**config.mk**
```make
export PLATFORM = sky130hd
export DESIGN_NAME = serial_byte_exchange_rx_buffer_core
export DESIGN_NICKNAME = d
export VERILOG_FILES = /design/src/hdl/sbx_pkg.sv /design/src/hdl/sbx_front.sv /design/src/hdl/sbx_queue.sv /design/src/hdl/sbx_back.sv /design/src/hdl/serial_byte_exchange_rx_buffer_core.sv
export SDC_FILE = /design/constraint.sdc
export NUM_CORES = 2
export LEC_CHECK = 0
export ABC_AREA = 0
export ABC_CLOCK_PERIOD_IN_PS = 6600
export BUFFER_PORTS_ARGS = -buffer_cell sky130_fd_sc_hd__buf_2
export CAP_MARGIN = 15
export CELL_PAD_IN_SITES_DETAIL_PLACEMENT = 0
export CELL_PAD_IN_SITES_GLOBAL_PLACEMENT = 1
export CORE_AREA = 3 3 386 388
export CTS_BUF_LIST = sky130_fd_sc_hd__clkbuf_4 sky130_fd_sc_hd__clkbuf_8 sky130_fd_sc_hd__clkbuf_16
export CTS_CLUSTER_DIAMETER = 60
export DETAILED_ROUTE_END_ITERATION = 8
export DIE_AREA = 0 0 389 391
export PLACE_DENSITY_LB_ADDON = 0.2
export SETUP_SLACK_MARGIN = 0.3
export SYNTH_ARGS = -nofsm -noshare
export SYNTH_HDL_FRONTEND = slang
export SYNTH_SLANG_ARGS = --single-unit
```
**constraint.sdc**
```tcl
create_clock -name clk -period 6.6 [get_ports clk]
set_clock_uncertainty 0.05 [all_clocks]
set_input_delay 0 -clock clk [delete_from_list [all_inputs] [get_ports clk]]
set_output_delay 0 -clock clk [all_outputs]
set_load 0.02 [all_outputs]
```
**src/hdl/sbx_pkg.sv**
```systemverilog
// Shared types and constants for the serial byte exchange receive buffer.
package sbx_pkg;

	// Operation codes of an input item.
	localparam logic OP_EXCHANGE = 1'b0;
	localparam logic OP_POP      = 1'b1;

	// Result sequencing of one exchange: sixteen bit phases, then four terminate words.
	localparam int          PHASE_W        = 5;
	localparam logic [4:0]  LAST_PHASE     = 5'd19;
	localparam int          CLK_POS        = 7;

	// Terminate sequence words and their wait flags, in order of emission.
	localparam logic [7:0] TERM_WORD [4] = '{8'h0F, 8'h8F, 8'h0F, 8'h00};
	localparam logic [3:0] TERM_WAIT      = 4'b1011;

	// Command queue between the front and the back.
	localparam int QUEUE_DEPTH = 4;
	localparam int QPTR_W      = 2;
	localparam int QCNT_W      = 3;

	// One classified item as it travels from the front to the back.
	typedef struct packed {
		logic       op;
		logic [7:0] tx_byte;
		logic [7:0] rx_byte;
		logic       byte_stored;
		logic [7:0] fill_level;
		logic       buffer_empty;
	} sbx_cmd_t;

	// Occupancy report of the command queue.
	typedef struct packed {
		logic [QCNT_W-1:0] count;
		logic              full;
		logic              empty;
	} sbx_qstat_t;

endpackage

```
**src/hdl/sbx_front.sv**
```systemverilog
// Front end: accepts items, applies the store and pop rules, owns the receive buffer.
module sbx_front #(
	parameter int BUFFER_DEPTH = 256
) (
	input  logic               clk,
	input  logic               arst_n,
	input  logic               cfg_wr_en,
	input  logic               cfg_wr_data,
	input  logic               in_valid,
	output logic               in_stall,
	input  logic               op,
	input  logic [7:0]         tx_byte,
	input  logic               partner_ready_sample,
	input  logic [7:0]         line_samples,
	input  sbx_pkg::sbx_qstat_t qstat,
	output logic               push,
	output sbx_pkg::sbx_cmd_t  push_cmd
);
	import sbx_pkg::*;

	localparam int PTR_W = $clog2(BUFFER_DEPTH);
	localparam int CNT_W = $clog2(BUFFER_DEPTH);

	logic              accept_zero_q;
	logic [PTR_W-1:0]  rd_ptr_q;
	logic [PTR_W-1:0]  wr_ptr_q;
	logic [CNT_W-1:0]  count_q;
	logic [CNT_W-1:0]  count_nxt;
	logic [CNT_W+7:0]  count_ext;
	logic [7:0]        store_q [BUFFER_DEPTH];
	logic [7:0]        rd_data_q;
	logic [QCNT_W:0]   credit_used;
	logic              accept;
	logic              do_pop;
	logic              do_store;

	logic              valid_s1;
	logic              op_s1;
	logic [7:0]        tx_s1;
	logic [7:0]        rx_s1;
	logic              stored_s1;
	logic [7:0]        fill_s1;
	logic              empty_s1;

	// Only take an item when the queue can absorb it together with the one in flight.
	assign credit_used = {1'b0, qstat.count} + {{QCNT_W{1'b0}}, valid_s1};
	assign in_stall    = (credit_used >= (QCNT_W+1)'(QUEUE_DEPTH));
	assign accept      = in_valid && !in_stall;

	// Classify the item against the buffer state.
	assign do_pop   = accept && (op == OP_POP) && (count_q != '0);
	assign do_store = accept && (op == OP_EXCHANGE) && partner_ready_sample
		&& ((line_samples != 8'd0) || accept_zero_q)
		&& (count_q != CNT_W'(BUFFER_DEPTH - 1));

	always_comb begin
		count_nxt = count_q;
		if (do_store) begin
			count_nxt = count_q + 1'b1;
		end else if (do_pop) begin
			count_nxt = count_q - 1'b1;
		end
	end

	// Reported fill level is the count modulo 256.
	assign count_ext = {8'd0, count_nxt};

	// Configuration register and buffer bookkeeping.
	always_ff @(posedge clk or negedge arst_n) begin
		if (!arst_n) begin
			accept_zero_q <= 1'b0;
			rd_ptr_q      <= '0;
			wr_ptr_q      <= '0;
			count_q       <= '0;
		end else begin
			if (cfg_wr_en) begin
				accept_zero_q <= cfg_wr_data;
			end
			if (do_store) begin
				wr_ptr_q <= (wr_ptr_q == PTR_W'(BUFFER_DEPTH - 1)) ? '0 : wr_ptr_q + 1'b1;
			end
			if (do_pop) begin
				rd_ptr_q <= (rd_ptr_q == PTR_W'(BUFFER_DEPTH - 1)) ? '0 : rd_ptr_q + 1'b1;
			end
			count_q <= count_nxt;
		end
	end

	// Receive buffer memory with a registered read port.
	always_ff @(posedge clk) begin
		if (do_store) begin
			store_q[wr_ptr_q] <= line_samples;
		end
		if (do_pop) begin
			rd_data_q <= store_q[rd_ptr_q];
		end
	end

	// Stage 1 holds the classified item while the buffer read completes.
	always_ff @(posedge clk or negedge arst_n) begin
		if (!arst_n) begin
			valid_s1 <= 1'b0;
		end else begin
			valid_s1 <= accept;
		end
	end

	always_ff @(posedge clk) begin
		if (accept) begin
			op_s1     <= op;
			tx_s1     <= tx_byte;
			rx_s1     <= line_samples;
			stored_s1 <= do_store;
			fill_s1   <= count_ext[7:0];
			empty_s1  <= (op == OP_POP) && (count_q == '0);
		end
	end

	// Hand the finished command to the queue.
	assign push = valid_s1;

	always_comb begin
		push_cmd              = '0;
		push_cmd.op           = op_s1;
		push_cmd.tx_byte      = tx_s1;
		push_cmd.byte_stored  = stored_s1;
		push_cmd.fill_level   = fill_s1;
		push_cmd.buffer_empty = empty_s1;
		if (op_s1 == OP_POP) begin
			push_cmd.rx_byte = empty_s1 ? 8'd0 : rd_data_q;
		end else begin
			push_cmd.rx_byte = rx_s1;
		end
	end

	// The buffer never holds more than one entry less than its depth.
	a_count_bound: assert property (@(posedge clk) disable iff (!arst_n)
		count_q <= CNT_W'(BUFFER_DEPTH - 1))
		else $error("receive buffer count out of range");

endmodule

```
**src/hdl/sbx_queue.sv**
```systemverilog
// Short command queue that decouples the front end from the result sequencer.
module sbx_queue (
	input  logic               clk,
	input  logic               arst_n,
	input  logic               push,
	input  sbx_pkg::sbx_cmd_t  push_cmd,
	input  logic               pop,
	output sbx_pkg::sbx_cmd_t  head_cmd,
	output logic               head_valid,
	output sbx_pkg::sbx_qstat_t qstat
);
	import sbx_pkg::*;

	sbx_cmd_t          entry_q [QUEUE_DEPTH];
	logic [QPTR_W-1:0] wr_ptr_q;
	logic [QPTR_W-1:0] rd_ptr_q;
	logic [QCNT_W-1:0] count_q;

	// Pointer and occupancy tracking.
	always_ff @(posedge clk or negedge arst_n) begin
		if (!arst_n) begin
			wr_ptr_q <= '0;
			rd_ptr_q <= '0;
			count_q  <= '0;
		end else begin
			if (push) begin
				wr_ptr_q <= wr_ptr_q + 1'b1;
			end
			if (pop) begin
				rd_ptr_q <= rd_ptr_q + 1'b1;
			end
			if (push && !pop) begin
				count_q <= count_q + 1'b1;
			end else if (pop && !push) begin
				count_q <= count_q - 1'b1;
			end
		end
	end

	// Entry storage.
	always_ff @(posedge clk) begin
		if (push) begin
			entry_q[wr_ptr_q] <= push_cmd;
		end
	end

	assign head_cmd    = entry_q[rd_ptr_q];
	assign head_valid  = (count_q != '0);
	assign qstat.count = count_q;
	assign qstat.full  = (count_q == QCNT_W'(QUEUE_DEPTH));
	assign qstat.empty = (count_q == '0);

	// The front end's credit check must keep the queue from overflowing.
	a_no_overflow: assert property (@(posedge clk) disable iff (!arst_n)
		push && qstat.full |-> pop)
		else $error("command queue overflow");

	// The sequencer only retires a command that is present.
	a_no_underflow: assert property (@(posedge clk) disable iff (!arst_n)
		pop |-> head_valid)
		else $error("command queue underflow");

	// A push into an empty queue shows up at the head on the next cycle.
	a_push_visible: assert property (@(posedge clk) disable iff (!arst_n)
		push && qstat.empty |=> head_valid)
		else $error("pushed command lost");

endmodule

```
**src/hdl/sbx_back.sv**
```systemverilog
// Back end: expands each command into its result words and drives the output register.
module sbx_back (
	input  logic              clk,
	input  logic              arst_n,
	input  sbx_pkg::sbx_cmd_t head_cmd,
	input  logic              head_valid,
	output logic              pop,
	input  logic              out_stall,
	output logic              out_valid,
	output logic [7:0]        drive_word,
	output logic              wait_after,
	output logic [7:0]        rx_byte,
	output logic              byte_stored,
	output logic [7:0]        fill_level,
	output logic              buffer_empty,
	output logic              last
);
	import sbx_pkg::*;

	logic [PHASE_W-1:0] phase_q;
	logic               out_valid_q;
	logic               emit;
	logic               final_word;
	logic [2:0]         bit_sel;
	logic               tx_bit;
	logic [7:0]         word;
	logic               word_wait;

	// A new result enters the output register whenever it is free or being taken.
	assign emit       = head_valid && (!out_valid_q || !out_stall);
	assign final_word = (head_cmd.op == OP_POP) || (phase_q == LAST_PHASE);
	assign pop        = emit && final_word;

	// Bit phases go most significant bit first; each bit gives a low then a high clock word.
	assign bit_sel = 3'd7 - phase_q[3:1];
	assign tx_bit  = head_cmd.tx_byte[bit_sel];

	always_comb begin
		word      = 8'd0;
		word_wait = 1'b0;
		if (head_cmd.op == OP_EXCHANGE) begin
			if (phase_q[4]) begin
				word      = TERM_WORD[phase_q[1:0]];
				word_wait = TERM_WAIT[phase_q[1:0]];
			end else begin
				word[0]       = tx_bit;
				word[CLK_POS] = phase_q[0];
				word_wait     = 1'b1;
			end
		end
	end

	// Phase counter and output valid.
	always_ff @(posedge clk or negedge arst_n) begin
		if (!arst_n) begin
			phase_q     <= '0;
			out_valid_q <= 1'b0;
		end else begin
			if (pop) begin
				phase_q <= '0;
			end else if (emit) begin
				phase_q <= phase_q + 1'b1;
			end
			if (emit) begin
				out_valid_q <= 1'b1;
			end else if (!out_stall) begin
				out_valid_q <= 1'b0;
			end
		end
	end

	// Output payload register.
	always_ff @(posedge clk) begin
		if (emit) begin
			drive_word   <= word;
			wait_after   <= word_wait;
			rx_byte      <= head_cmd.rx_byte;
			byte_stored  <= head_cmd.byte_stored;
			fill_level   <= head_cmd.fill_level;
			buffer_empty <= head_cmd.buffer_empty;
			last         <= final_word;
		end
	end

	assign out_valid = out_valid_q;

	// A sequence in progress always belongs to an exchange at the queue head.
	a_phase_owner: assert property (@(posedge clk) disable iff (!arst_n)
		(phase_q != '0) |-> head_valid && (head_cmd.op == OP_EXCHANGE))
		else $error("result sequence without an exchange command");

endmodule

```
**src/hdl/serial_byte_exchange_rx_buffer_core.sv**
```systemverilog
// Top level of the serial byte exchange with receive buffer.
// An exchange item yields twenty result transfers: sixteen bit-phase drive words (low then
// high clock phase for each bit, most significant bit first) and four terminate words; a
// pop item yields one transfer carrying the oldest buffered byte. The output sequencer emits
// one result per cycle unless out_stall holds it. Input items are taken back to back while
// the four-entry command queue has room; the first result of an item passes through stage 1
// (beside the registered read of the receive buffer memory), then the command queue and the
// output register. A received byte is stored when the partner-ready sample is high, the byte
// is nonzero or zero bytes are enabled, and the buffer holds fewer than BUFFER_DEPTH-1 bytes.
// No clearing pass is needed after reset.
module serial_byte_exchange_rx_buffer_core #(
	parameter int BUFFER_DEPTH = 256
) (
	input  logic       clk,
	input  logic       arst_n,
	input  logic       cfg_wr_en,
	input  logic       cfg_wr_data,
	input  logic       in_valid,
	output logic       in_stall,
	input  logic       op,
	input  logic [7:0] tx_byte,
	input  logic       partner_ready_sample,
	input  logic [7:0] line_samples,
	output logic       out_valid,
	input  logic       out_stall,
	output logic [7:0] drive_word,
	output logic       wait_after,
	output logic [7:0] rx_byte,
	output logic       byte_stored,
	output logic [7:0] fill_level,
	output logic       buffer_empty,
	output logic       last
);
	import sbx_pkg::*;

	logic       push;
	sbx_cmd_t   push_cmd;
	logic       pop;
	sbx_cmd_t   head_cmd;
	logic       head_valid;
	sbx_qstat_t qstat;

	// Item intake and receive buffer.
	sbx_front #(
		.BUFFER_DEPTH(BUFFER_DEPTH)
	) u_front (
		.clk                 (clk),
		.arst_n              (arst_n),
		.cfg_wr_en           (cfg_wr_en),
		.cfg_wr_data         (cfg_wr_data),
		.in_valid            (in_valid),
		.in_stall            (in_stall),
		.op                  (op),
		.tx_byte             (tx_byte),
		.partner_ready_sample(partner_ready_sample),
		.line_samples        (line_samples),
		.qstat               (qstat),
		.push                (push),
		.push_cmd            (push_cmd)
	);

	// Command queue.
	sbx_queue u_queue (
		.clk       (clk),
		.arst_n    (arst_n),
		.push      (push),
		.push_cmd  (push_cmd),
		.pop       (pop),
		.head_cmd  (head_cmd),
		.head_valid(head_valid),
		.qstat     (qstat)
	);

	// Result sequencer and output register.
	sbx_back u_back (
		.clk         (clk),
		.arst_n      (arst_n),
		.head_cmd    (head_cmd),
		.head_valid  (head_valid),
		.pop         (pop),
		.out_stall   (out_stall),
		.out_valid   (out_valid),
		.drive_word  (drive_word),
		.wait_after  (wait_after),
		.rx_byte     (rx_byte),
		.byte_stored (byte_stored),
		.fill_level  (fill_level),
		.buffer_empty(buffer_empty),
		.last        (last)
	);

endmodule
```
==> Word level (Yosys, flattened, before mapping) <==
Memory sizes are Yosys's and may differ from the RTL's. A register that Yosys moved wholly into a read port is not among the register bits.
Index checks and enable logic that the tools add are counted.
{ "word_totals": {"out_inout_bits": 30, "memories": 2, "regBits": 94, "ramBits": 2156, "inputBits": 24} }
{ "mem_list": {"columns": ["name", "words", "width", "read_ports", "rd_ports_with_merged_regs", "write_ports", "line_no", "rtl"], "rows": [
  ["u_front.store_q", 256, 8, 1, 1, 1, "sbx_front.sv:30", "logic [7:0] store_q [BUFFER_DEPTH];"],
  ["u_queue.entry_q", 4, 27, 1, 0, 1, "sbx_queue.sv:14", "sbx_cmd_t entry_q [QUEUE_DEPTH];"]
]} }
{ "op_classes": {"n_reduce_logical": 27, "magnitude_cmp": 4, "add_sub_neg": 11, "n_mux": 26, "bitwise_logic": 3, "n_eq_ne": 5} }
{ "ops": {"columns": ["operator", "n"], "rows": [
  ["two-way mux 8 bit", 8],
  ["adder 8 x 1 -> 8 bit (second input constant)", 3],
  ["binary-select mux 8 bit (select 2 bit)", 1],
  ["== test 8 bit (second input constant)", 2],
  ["nonzero test 8 bit", 2],
  ["logical AND 1 bit", 12],
  ["two-way mux 1 bit", 11],
  ["two-way mux 5 bit", 2],
  ["zero test 8 bit", 1],
  ["!= test 8 bit (second input constant)", 1],
  ["subtractor 8 x 1 -> 8 bit (second input constant)", 1],
  ["two-way mux 3 bit", 2],
  ["adder 5 x 1 -> 5 bit (second input constant)", 1],
  ["== test 5 bit (second input constant)", 1],
  ["zero test 1 bit", 5],
  ["adder 2 x 1 -> 2 bit (second input constant)", 2],
  ["adder 3 x 1 -> 4 bit", 1],
  [">= comparator 4 x 3 -> 1 bit (second input constant)", 1],
  ["< comparator 3 x 4 -> 1 bit (second input constant)", 1],
  ["nonzero test 2 bit", 2],
  ["adder 3 x 1 -> 3 bit (second input constant)", 1],
  ["binary-select mux 1 bit (select 3 bit)", 1],
  [">= comparator 3 bit (second input constant)", 1],
  ["logical OR 1 bit", 3],
  ["9 further kinds", 10]
]} }

==> Longest topological paths before layout <==
{ "logic_depth": {"depth_word": 10, "depth_mapped": 12, "ltp_nobuf": 10} }

==> Modules after synthesis <==
From an unflattened synthesis, not the netlist that was laid out.
{ "unflattened": {"cells_unflattened": 4233, "hier_area_um2": 87502.7} }
{ "by_module_without_submodules": {"columns": ["mod", "instances", "area_each_um2", "cells_per_inst", "seq_area_each_um2"], "rows": [
  ["sbx_front", 1, 81967.4, 3974, 63200.6],
  ["sbx_queue", 1, 4304.1, 176, 3418.3],
  ["sbx_back", 1, 1231.2, 83, 840.8]
]} }

==> Worst setup path before layout <==
OpenSTA, ideal clock, no wires.
{ "synth_timing": {"path_kind": "register to register", "startpoint": "reg u_front.valid_s1 (netlist: u_front.push)", "endpoint": "mem u_front.store_q[218][0] (enable)", "synth_period_minus_slack_ns": 3.554, "slack_ns": 3.046, "n_path_buf": 2, "arrival_time_ns": 3.133, "required_ns": 6.180, "stages_incl_launch_ff": 9, "cell_sequence": "dfrtp_1 a31oi_1 and2_1 o2111ai_2 clkinv_1 clkbuf_1 nand3_1 clkbuf_1 nor2_1"} }
{ "synth_between": {"elab_chain_len": 10} }
{ "synth_lines": {"columns": ["item", "line_no", "rtl"], "rows": [
  ["start: declaration", "sbx_front.sv:37", "logic valid_s1;"],
  ["start signal: assignment", "sbx_front.sv:104", "valid_s1 <= accept;"],
  ["adder 3 x 1 -> 4 bit", "sbx_front.sv:46", "assign credit_used = {1'b0, qstat.count} + {{QCNT_W{1'b0}}, valid_s1};"],
  [">= comparator 4 x 3 -> 1 bit", "sbx_front.sv:47", "assign in_stall = (credit_used >= (QCNT_W+1)'(QUEUE_DEPTH));"],
  ["zero test 1 bit", "sbx_front.sv:48", "assign accept = in_valid && !in_stall;"],
  ["logical AND 1 bit", "sbx_front.sv:48", null],
  ["net u_front.accept", "sbx_front.sv:33", "logic accept;"],
  ["logical AND 1 bit (2 in series)", "sbx_front.sv:52", "assign do_store = accept && (op == OP_EXCHANGE) && partner_ready_sample"],
  ["logical AND 1 bit", "sbx_front.sv:53", "&& ((line_samples != 8'd0) || accept_zero_q)"],
  ["logical AND 1 bit", "sbx_front.sv:54", "&& (count_q != CNT_W'(BUFFER_DEPTH - 1));"],
  ["two-way mux 1 bit", "sbx_front.sv:91", "if (do_store) begin"],
  ["two-way mux 1 bit (not written as such)", "sbx_front.sv:92", "store_q[wr_ptr_q] <= line_samples;"],
  ["end: declaration", "sbx_front.sv:30", null]
]} }
The timed path passes the listed nets, and every way through them passes these cells.

==> Worst setup path after layout <==
{ "layout_timing": {"startpoint": "in line_samples[3]", "endpoint": "mem u_front.store_q[235][3] (enable)"} }
{ "layout_between": {"elab_chain_len": 6} }
{ "layout_lines": {"columns": ["item", "line_no", "rtl"], "rows": [
  ["start: declaration", "serial_byte_exchange_rx_buffer_core.sv:23", "input logic [7:0] line_samples,"],
  ["nonzero test 8 bit", "sbx_front.sv:53", null],
  ["logical OR 1 bit", "sbx_front.sv:53", null],
  ["logical AND 1 bit", "sbx_front.sv:53", null],
  ["logical AND 1 bit", "sbx_front.sv:54", null],
  ["two-way mux 1 bit", "sbx_front.sv:91", null],
  ["two-way mux 1 bit (not written as such)", "sbx_front.sv:92", null]
]} }
Every way passes these cells.

==> metrics.log <==
[metrics] Peak VDD IR: 0.446 mV
[metrics] relative max-transition margin: 0.106
[metrics] area enclosed by the die boundary: 0.152 mm^2
[metrics] synthesis-to-layout area growth: 11.4%
[metrics] relative contribution of combinational cells to total power: 0.255
[metrics] wire per inst: 34.7 um
[metrics] post-cts sizing count: 0
[metrics] Synth cell types: 74
[metrics] setup repair after global routing missed its margin: false
[metrics] Layout Cells excl Fill: 6395
[metrics] power share of the sequential group: 0.427
[metrics] dominant cell type by area after synthesis: sky130_fd_sc_hd__edfxtp_1
[metrics] filler cell count: 9306
[metrics] fraction of the yosys area taken by sequential cells: 0.773
[metrics] Post-Synthesis Mean Instance Area: 21.2 um^2
[metrics] top library cells by usage in the layout, fill and taps aside: sky130_fd_sc_hd__edfxtp_1, sky130_fd_sc_hd__mux4_2, sky130_fd_sc_hd__nor2_1, sky130_fd_sc_hd__clkbuf_16, sky130_fd_sc_hd__mux2i_1
[metrics] Int Pwr: 27.3 mW
[metrics] Skew-Pair Late Insertion Delay: 0.85 ns
[metrics] number of synthesized register bits: 2253
[metrics] Final Wtd Congestion: 0.914
[metrics] CP Max Fanout: 105
[metrics] share of the clock period used by the worst path: 0.765
[metrics] number of vias after detailed routing: 43.4k
[metrics] Critical Path Max Stage Delay: 0.88 ns
[metrics] core area: 0.146 mm^2
[metrics] Layout Utilization: 0.667
[metrics] most common cell after layout, fill and taps aside: sky130_fd_sc_hd__edfxtp_1
[metrics] GRT Resource Usage Total: 0.298
[metrics] total negative slack: 0 ns
[metrics] number of synthesized flops with an enable pin: 2214
[metrics] post-CTS setup buffer count: 0
[metrics] global route total overflow: 0
[metrics] Synth Instances: 4121
[metrics] async set-reset flop share out of synthesis: 0.0173
[metrics] Critical-path top delay cell: sky130_fd_sc_hd__nor3_1
[metrics] clk slew on worst S/H paths: 0.06 ns
[metrics] CTS H-tree depth: 4
[metrics] root buf cell: sky130_fd_sc_hd__clkbuf_16
[metrics] most instantiated flip-flop cell in the synthesis netlist: sky130_fd_sc_hd__edfxtp_1
[metrics] post-route antenna net violation count: 0
[metrics] min Tclk post-route: 5.05 ns
[metrics] wire length after detailed routing: 222000 um
[metrics] mapped cell area: 0.0873 mm^2
[metrics] total chip power: 39.0 mW
[metrics] number of nets in the finished design: 4326
[metrics] number of I/O port buffers: 50
[metrics] largest cells by area after synthesis: sky130_fd_sc_hd__edfxtp_1, sky130_fd_sc_hd__mux4_2, sky130_fd_sc_hd__mux2i_1
[metrics] kind of end point of the critical path: flip-flop
[metrics] switching part of the total power: 0.299
[metrics] DRC marker count from the first detailed-route iteration: 5716
[metrics] first-pass GRT wire length: 318000 um
[metrics] number of maximum-capacitance constraint violations: 0
[metrics] antenna violations before repair: 12
[metrics] Detail Placement HPWL: 135000 um
[metrics] vias in the first global route: 43.0k
[metrics] total clock sinks: 2253
[metrics] worst hold slack after final layout: 0.158 ns
[metrics] CP Cell Sequence: dlygate4sd3_1 > clkbuf_8 > nor3_1 > nand3_1 > o2111ai_2 > dlygate4sd3_1 > buf_4 > clkinv_1 > and2_1 > nand2_1 > buf_4 > nor2_1
[metrics] power density normalized to cell area: 400 mW/mm^2
[metrics] Sw Pwr: 11.7 mW
[metrics] Pleak: 30.6 nW
[metrics] highest attainable clock frequency: 0.198 GHz
[metrics] arrival time of the worst setup path: 5.47 ns
[metrics] # DRC: 0
[metrics] total iterations of the first detailed-routing run: 8
[metrics] Via-to-Cell Ratio: 6.78
[metrics] number of max-slew violations in the final report: 0
[metrics] number of top-level design ports: 54
[metrics] number of hold-repair buffers added at the cts stage: 37
[metrics] Least-Margin Pin Slew: 1.32 ns
[metrics] TritonCTS clock tree: done
[metrics] cell row count: 140
[metrics] number of setup violations in the final report: 0
[metrics] maximum clock path buffer count: 3
[metrics] Hold Crit Class: primary input to flip-flop
[metrics] die outline width: 389 um
[metrics] fraction of final layout cells sized beyond drive strength 1: 0.238
[metrics] clock network fraction of total power: 0.317
[metrics] initial cell density of the core: 0.599
[metrics] type of the worst setup path: primary input to flip-flop
[metrics] Final Hold Viols: 0
[metrics] area share of the largest cell type after synthesis: 0.761
[metrics] number of placed instances, taps included: 5945
[metrics] result of the run: finished clean
[metrics] die height: 391 um
[metrics] Inserted Clock Buffers: 216
[metrics] endpoint required time on the critical path: 7.02 ns
[metrics] yosys synthesis warning count: 0
[metrics] startpoint kind of the worst setup timing path: primary input
[metrics] largest net degree at the start of global routing: 155
[cell type report]
type	instances	area (um^2)	share of cell area
repair buffers	188	1690	0.0174
clock inverters	128	1220	0.0126
well taps	1917	2400	0.0247
flip-flops and latches	2253	67500	0.694
multi-input cells	1597	18400	0.189
clock buffers	276	5930	0.0609
inverters	29	111	0.00114
diodes	7	17.5	0.000180
[per-stage QoR]
step	instance area (um^2)	setup slack, ns
global route	97300	1.58
global placement	89600	1.91
detailed placement	89700	1.93
finish	97300	1.55
CTS	97200	1.74
floorplan	87300	3.05
[routing by layer]
layer | up-vias | share of wire | wire, um | GRT usage
li1 | 17500 | - | - | -
met1 | 22800 | 0.38 | 84500 | 0.424
met2 | 2561 | 0.47 | 104000 | 0.451
met3 | 461 | 0.11 | 24400 | 0.0768
met4 | 10 | 0.041 | 9180 | 0.115
met5 | - | 0.00026 | 57 | 0
[worst max-delay path, delay by kind of cell]
family / cells / cell delay, ns
compound gates: 1 / 0.15
buf+inv: 6 / 2.44
simple gates: 5 / 2.69
[Yosys cell counts (all sizes together), types with 26 or more instances]
cell type and number:
a22oi 106, o21ai 57, nor2 291, clkbuf 97, dfrtp 39, a221oi 32
mux2i 147, inv 26, nand3 34, nand2 82, buf 147, mux4 502
edfxtp 2214, a21oi 68
[state kept, by name, summed over array words and instances, names as in the netlist, 8 cells and up]
| name | flops |
|---|---|
| u_back.rx_byte | 8 |
| u_front.rx_s1 | 8 |
| u_queue.entry_q | 108 |
| u_front.tx_s1 | 8 |
| u_front.count_q | 8 |
| u_front.fill_s1 | 8 |
| u_front.rd_data_q | 8 |
| u_front.wr_ptr_q | 8 |
| u_front.store_q | 2048 |
| u_front.rd_ptr_q | 8 |
| u_back.fill_level | 8 |
[path summary, 6_finish.rpt]
path	from	to	slack [ns]	depth (start not counted)
max in group asynchronous	arst_n	u_front.rd_ptr_q[3]	5.68	4
worst max-delay path	line_samples[3]	u_front.store_q[235][3]	1.55	12
worst min-delay path	out_stall	u_back.phase_q[4]	0.16	5
worst min register to register	u_back.out_valid	u_back.out_valid	0.44	2
min in group asynchronous	arst_n	u_back.out_valid	0.30	4
worst max register to register	u_front.rd_ptr_q[0]	u_front.rd_data_q[1]	1.71	6
[power groups by stage]
stage	clock [mW]	combinational [mW]	sequential (mW)
finish	12.4	9.95	16.6
global route	13.0	10.4	16.7
CTS	12.5	9.89	16.6
detailed placement	0	9.84	16.9
global placement	0	9.78	16.9
floorplan	0	6.71	16.7
[cells by family (layout without fill, tap and decap cells)]
logic type | Yosys count | after routing | synth area share
other | 1 | 10 | 0.0000429
AOI/OAI and AO/OA | 399 | 399 | 0.0322
buffers and inverters | 273 | 621 | 0.0177
adders and majority gates | 17 | 17 | 0.00252
and+or+nand+nor | 494 | 494 | 0.0243
muxes | 663 | 663 | 0.149
xor gates and xnor gates | 21 | 21 | 0.00211
DFF | 2253 | 2253 | 0.773
No activity file was read; power rests on OpenSTA's default activity.
